[config.mk]
export PLATFORM = sky130hd
export DESIGN_NAME = prpd_back
export DESIGN_NICKNAME = d
export VERILOG_FILES = /design/src/rtl/prpd_pkg.sv /design/src/rtl/prpd_back.sv
export SDC_FILE = /design/constraint.sdc
export NUM_CORES = 1
export LEC_CHECK = 0
export BUFFER_PORTS_ARGS = -buffer_cell sky130_fd_sc_hd__clkbuf_2
export CAP_MARGIN = 20
export CORE_MARGIN = 2
export CORE_UTILIZATION = 25
export DETAILED_ROUTE_END_ITERATION = 8
export MAX_ROUTING_LAYER = met4
export PLACE_DENSITY = 0.48
export SLEW_MARGIN = 20
export SYNTH_ARGS = -nofsm -noshare
export SYNTH_HDL_FRONTEND = slang
export SYNTH_SLANG_ARGS = --single-unit
[constraint.sdc]
create_clock -name clk -period 5.73 [get_ports clk]
set_clock_uncertainty 0.2 [all_clocks]
set_input_delay 0.8595 -clock clk [delete_from_list [all_inputs] [get_ports clk]]
set_output_delay 0.8595 -clock clk [all_outputs]
set_load 0.01 [all_outputs]
[src/rtl/prpd_pkg.sv]
`timescale 1ns / 1ps

package prpd_pkg;

	localparam int PALETTE_ENTRIES = 4096;
	localparam int IDX_W           = $clog2(PALETTE_ENTRIES);

	localparam int IN_DATA_W  = 48;
	localparam int OUT_DATA_W = 72;

	localparam logic [1:0] REQ_START = 2'd0;
	localparam logic [1:0] REQ_WRITE = 2'd1;
	localparam logic [1:0] REQ_BODY  = 2'd2;

	localparam logic       KIND_RUN   = 1'b0;
	localparam logic       KIND_ERROR = 1'b1;

	localparam logic [7:0]  CODE_SKIP  = 8'hfe;
	localparam logic [23:0] COLOR_SKIP = 24'h0000fe;

	typedef enum logic [1:0] {
		OP_START = 2'd0,
		OP_RUN   = 2'd1,
		OP_ERR   = 2'd2
	} op_t;

	typedef struct packed {
		logic valid;
		op_t  op;
		logic fin;
	} stage_t;

	typedef struct packed {
		logic [15:0] run;
		logic [7:0]  code;
	} entry_t;

	function automatic logic [7:0] red_level(input logic [2:0] sel);
		logic [7:0] v;
		case (sel)
			3'd0: v = 8'h00;
			3'd1: v = 8'h24;
			3'd2: v = 8'h49;
			3'd3: v = 8'h6d;
			3'd4: v = 8'h92;
			3'd5: v = 8'hb6;
			3'd6: v = 8'hdb;
			default: v = 8'hff;
		endcase
		return v;
	endfunction

	function automatic logic [7:0] gray_level(input logic [2:0] sel);
		logic [7:0] v;
		case (sel)
			3'd0: v = 8'h00;
			3'd1: v = 8'h24;
			3'd2: v = 8'h49;
			3'd3: v = 8'h6d;
			3'd4: v = 8'h92;
			3'd5: v = 8'hc6;
			3'd6: v = 8'heb;
			default: v = 8'hff;
		endcase
		return v;
	endfunction

	function automatic logic [7:0] gb_level(input logic [1:0] sel);
		logic [7:0] v;
		case (sel)
			2'd0: v = 8'h00;
			2'd1: v = 8'h55;
			2'd2: v = 8'haa;
			default: v = 8'hff;
		endcase
		return v;
	endfunction

	function automatic logic [23:0] color_rom(input logic [7:0] code);
		logic [7:0]  g;
		logic [23:0] c;
		g = gray_level(code[2:0]);
		if (!code[7]) begin
			c = {red_level(code[2:0]), gb_level(code[4:3]), gb_level(code[6:5])};
		end else if (code[6:3] == 4'd0) begin
			c = {g, g, g};
		end else if (code == CODE_SKIP) begin
			c = COLOR_SKIP;
		end else begin
			c = 24'h0000ff;
		end
		return c;
	endfunction

endpackage

[src/rtl/prpd_back.sv]
`timescale 1ns / 1ps

module prpd_back (
	input  logic                                clk,
	input  logic                                arst_n,
	input  prpd_pkg::stage_t                    stage,
	input  prpd_pkg::entry_t                    entry,
	output logic                                stage_ready,
	output logic                                out_valid,
	input  logic                                out_ready,
	output logic                                result_kind,
	output logic [23:0]                         run_color,
	output logic [15:0]                         run_length,
	output logic                                skip_run,
	output logic [31:0]                         start_pixel,
	output logic                                frame_end
);

	logic        valid_q;
	logic        kind_q;
	logic [23:0] color_q;
	logic [15:0] length_q;
	logic        skip_q;
	logic [31:0] start_q;
	logic        fend_q;
	logic [31:0] pos_q;

	logic        out_free;
	logic        advance;
	logic        load;
	logic [23:0] color;

	assign out_free    = !valid_q || out_ready;
	assign stage_ready = out_free || (stage.op == prpd_pkg::OP_START);
	assign advance     = stage.valid && stage_ready;
	assign load        = advance && (stage.op != prpd_pkg::OP_START);
	assign color       = prpd_pkg::color_rom(entry.code);

	always_ff @(posedge clk or negedge arst_n) begin
		if (!arst_n) begin
			valid_q <= 1'b0;
			pos_q   <= '0;
		end else begin
			if (load)
				valid_q <= 1'b1;
			else if (out_ready)
				valid_q <= 1'b0;
			if (advance) begin
				unique case (stage.op)
					prpd_pkg::OP_START: pos_q <= '0;
					prpd_pkg::OP_RUN:   pos_q <= pos_q + 32'(entry.run);
					default:            pos_q <= pos_q;
				endcase
			end
		end
	end

	always_ff @(posedge clk) begin
		if (load) begin
			start_q <= pos_q;
			fend_q  <= stage.fin;
			if (stage.op == prpd_pkg::OP_RUN) begin
				kind_q   <= prpd_pkg::KIND_RUN;
				color_q  <= color;
				length_q <= entry.run;
				skip_q   <= (color == prpd_pkg::COLOR_SKIP);
			end else begin
				kind_q   <= prpd_pkg::KIND_ERROR;
				color_q  <= '0;
				length_q <= '0;
				skip_q   <= 1'b0;
			end
		end
	end

	assign out_valid   = valid_q;
	assign result_kind = kind_q;
	assign run_color   = color_q;
	assign run_length  = length_q;
	assign skip_run    = skip_q;
	assign start_pixel = start_q;
	assign frame_end   = fend_q;

endmodule

After elaboration in Yosys (flattened, before gate mapping). Index checks and enable logic that the tools add are counted.

Reductions and logical operators: 14. $add $sub $neg: 1. Equality and inequality tests: 13. Mux-type cells: 11.

Operators with widths (count): $pmux W8 S7 (2); $pmux W32 S2 (1); $mux W24 (2); $pmux W8 S3 (2); $add A32 B16 Y32 (1); $eq A24 B8 Y1 const B (1); $eq A3 B3 Y1 const B (3); $eq A8 B8 Y1 const B (1); $eq A2 B1 Y1 const B (3); $eq A3 B2 Y1 const B (2); $logic_not A2 Y1 (3); $reduce_bool A2 Y1 (3); $eq A2 B2 Y1 const B (2); $logic_not A4 Y1 (1); $mux W1 (4); $eq A3 B1 Y1 const B (1); $logic_not A3 Y1 (1); $logic_and A1 B1 Y1 (2); $logic_or A1 B1 Y1 (2); $reduce_and A2 Y1 (1); $logic_not A1 Y1 (1).

Output and inout port bits: 77. Register bits: 108. Logic and storage cells: 47.

Logic depth before layout (Yosys ltp).
Word-level depth: 6. Depth in mapped cells: 9.

Worst setup path before layout. OpenSTA, ideal clock, no wires.

Path kind: input to register. From: input stage[1] (netlist name). To: register fend_q, in the netlist frame_end, enable pin. Data arrival time: 4281 ps. Path slack: 749 ps. Data required time: 5030 ps. Setup time: 500 ps. Path buffers: 0. Stages on the path: 4. Cell sequence: nor2_1 > or2_2 > nand2_1 > nor2_1.

Word-level cells in the longest chain between the ends: 4.

Ends and longest elaborated chain: start: declaration (line prpd_back.sv:6) `input prpd_pkg::stage_t stage,`; $logic_not A2 Y1 (line prpd_back.sv:34) `assign stage_ready = out_free || (stage.op == prpd_pkg::OP_START);`; $logic_or A1 B1 Y1 (line prpd_back.sv:34); net stage_ready (line prpd_back.sv:8) `output logic stage_ready,`; $logic_and A1 B1 Y1 (line prpd_back.sv:35) `assign advance = stage.valid && stage_ready;`; $logic_and A1 B1 Y1 (line prpd_back.sv:36) `assign load = advance && (stage.op != prpd_pkg::OP_START);`; net load (line prpd_back.sv:30) `logic load;`; end signal: assignment (line prpd_back.sv:61) `fend_q <= stage.fin;`; end: declaration (line prpd_back.sv:25) `logic fend_q;`.

The timed path passes the listed nets, and every way through them passes these cells. A chain may end at the register's enable or synchronous reset.

Final worst setup path.
From: input entry[8] (netlist name). To: register pos_q[20].

Word-level cells in the longest chain between the ends: 2.

Ends and longest elaborated chain: start: declaration (line prpd_back.sv:7) `input prpd_pkg::entry_t entry,`; $add A32 B16 Y32 (line prpd_back.sv:51) `prpd_pkg::OP_RUN: pos_q <= pos_q + 32'(entry.run);`; $pmux W32 S2 (line prpd_back.sv:49) `unique case (stage.op)`; end signal: assignment (line prpd_back.sv:51); end signal: assignment (line prpd_back.sv:52) `default: pos_q <= pos_q;`; end: declaration (line prpd_back.sv:26) `logic [31:0] pos_q;`.

No other way between the ends.

==> out/results.txt <==
CTS tree - done
HPWL after DPL - 9810 um
Share of layout cells above drive strength 1 - 25.0%
CTS clock-pin slew for the worst setup and hold paths - 70 ps
Commonest non-fill, non-tap cells in the layout - 107 x clkbuf_2, 71 x edfxtp_1, 50 x nand2_1
CTS max path bufs - 2
Post-cts resize count - 0
Antenna violations before repair - 0
RSZ-0062 raised after global routing - false
Worst-path fanout max - 6
Antenna viol nets, final - 0
Ant diodes - 0
Nets - 599
Vias - 3,920
Setup slack at placement - 2180 ps
Area growth from synthesis to layout - 21.6%
Reg2Reg Depth - 9
Die area - 21,600 sq um
GRT Total Usage - 13.0%
Final worst path period share - 55.5%
CTS Hold Bufs - 0
Critical path arrival - 3260 ps
Fin. max-slew vios - 0
Routed wire per std cell - 16.1 um
Most common cell after layout, fill and taps aside - clkbuf_2
Skew-Pair Late Insertion Delay - 350 ps
Ys async rst share - 31.7%
Worst r2r src - pos_q[0]
Total grt overflow - 0
Drc violations - 0
Fmax - 314 MHz
MaxCap Viol Count - 0
Hold Path End - start_pixel[11]
1st-iter DRT viols - 288
Die width - 147 um
Multi-input logic area - 2040 sq um
Clock root buffer master - clkbuf_16
Register area - 2960 sq um
Min Tclk post-route - 3180 ps
Total CTS buffers - 9
Worst Setup End Kind - register
Hold Vio Cnt, Final - 0
Core ar. - 20,200 sq um
CTS Sinks - 104
Rows - 52
Synthesized area per cell - 11.3 sq um
WHS Path Cells - 0
#FFs+latches synth - 104
R2R Setup Slk - 2730 ps
Reg-to-Reg End - pos_q[20]
Setup crit start kind - input pin
Worst Min Path Start - pos_q[11]
Yosys cell types - 59
Ys flop type - edfxtp_1
Synth warn - 0
H-tree levels - 3
WHS - 282 ps
First-pass GRT wire length - 21,400 um
Setup violators final - 0
Post-Syn Instances - 454
Final WL - 13,300 um
Slew @ Worst Pin - 911 ps
Vias in the first global route - 3,908
Maximum number of pins on one net before global-route repair - 42
Post-synthesis net count - 502
IO Pins - 108
Status - complete, no violations
Setup_tns - 0 ps
Finished Cell Area - 6230 sq um
Worst hold path class - reg -> reg
Initial Utilization - 25.4%
Worst vdd ir - 0.174 mV
Crit path kind - in -> reg
Relative slew slack - 39.3%
Number of fill cells - 2,099
Post-synth EDFFs - 71
GP Congestion - 0.886
Pwr dens - 339 nW/um^2
Final WS setup - 2550 ps
Via/cell ratio - 4.75
Die H - 147 um
Drt pass-1 iters - 4
Setup bufs post-CTS - 0
PortBufs - 107
Mapped Area - 5120 sq um
Placed Area - 5910 sq um
Seq/Total Area, Yosys - 57.8%
CP Data Required Time - 5810 ps
Static Leak - 2.55 nW
==> synth_stat cells, types with 2 or more instances <==
library cell  number  area [sq um]
edfxtp_1          71          2130
nand2_1           50           188
a21oi_1           36           180
dfrtp_1           33           826
nor2_1            31           116
and2_1            27           169
clkbuf_1          17          63.8
ha_1              16           200
nand3_1           15          75.1
o21ai_0           15          75.1
nand2b_1          11          68.8
nand4_1            9          56.3
mux2i_1            8          80.1
nor3_1             8          40.0
o211ai_1           8          60.1
inv_1              7          26.3
o31ai_1            7          52.6
a21o_1             6          45.0
a31oi_1            5          31.3
a31o_2             4          35.0
buf_4              4          30.0
nor2b_1            4          25.0
o21a_1             4          30.0
or4_1              4          30.0
xnor2_1            4          35.0
a21boi_0           3          22.5
a32o_1             3          30.0
and3_1             3          18.8
or3_1              3          18.8
a211o_1            2          17.5
a41o_1             2          20.0
and4_1             2          17.5
nand3b_1           2          15.0
o2111ai_1          2          17.5
o21bai_1           2          15.0
or2_2              2          12.5
xor2_1             2          17.5
==> worst max-delay path, cell delays in order <==
cell	delay [ps]
clkbuf_2	100
ha_1	170
inv_1	60
fa_1	360
and2b_2	250
o2111ai_2	160
a2111oi_4	550
nor4_2	160
or4_1	450
a21oi_1	150
==> flip-flops by register name, summed over array words and instances (netlist names) <==
name / count
frame_end: 1
pos_q: 32
run_length: 16
start_pixel: 32
run_color: 20
skip_run: 1
out_valid: 1
result_kind: 1
==> worst max-delay path by stage <==
stage                     cells after the start         endpoint  slack (ps)     start
after CTS                                     6     run_color[4]        2550  stage[1]
after global routing                         10        pos_q[20]        2330  entry[8]
final                                        10        pos_q[20]        2550  entry[8]
after floorplan                               4        frame_end         750  stage[1]
after detailed placement                      6  start_pixel[27]        2180  stage[1]
after global placement                       10        pos_q[20]        2250  entry[8]
==> cell type report <==
class / count / share of cell area, %
inverter: 7 / 0.422
sequential: 104 / 47.5
clock inverter: 6 / 1.00
clock buffer: 10 / 4.02
multi-input combinational: 320 / 32.8
timing repair buffer: 109 / 8.84
tap: 270 / 5.43
==> metal layers <==
metal  track usage, %  up-vias  part of all wire (%)
met2             20.0      121                    46
met4             4.09        0                   1.3
met1             16.9     1902                    46
met3             3.54       11                   6.4
li1                 -     1886                     -
met5                -        -                     0
==> through the flow <==
stage	std cells	power, mW	utilization (%)
final	826	2.11	30.9
after global routing	826	2.23	30.9
after CTS	826	2.13	30.9
after detailed placement	810	1.48	29.3
after global placement	810	1.47	29.3
after floorplan	454	1.31	-
==> logic make-up after synthesis <==
kind of cell | Yosys count | synth area share (%)
fa+ha+maj | 17 | 4.30
simple gates | 177 | 17.6
flops | 104 | 57.8
mux | 9 | 1.78
xor+xnor | 6 | 1.03
buf+inv | 30 | 2.52
compound gates | 111 | 15.0
==> report_power, final <==
part / switching [mW] / internal [mW] / total, mW
combinational: 0.323 / 0.185 / 0.508
clock: 0.282 / 0.366 / 0.648
sequential: 0.0516 / 0.900 / 0.952
Power figures use the tool's default switching activity.
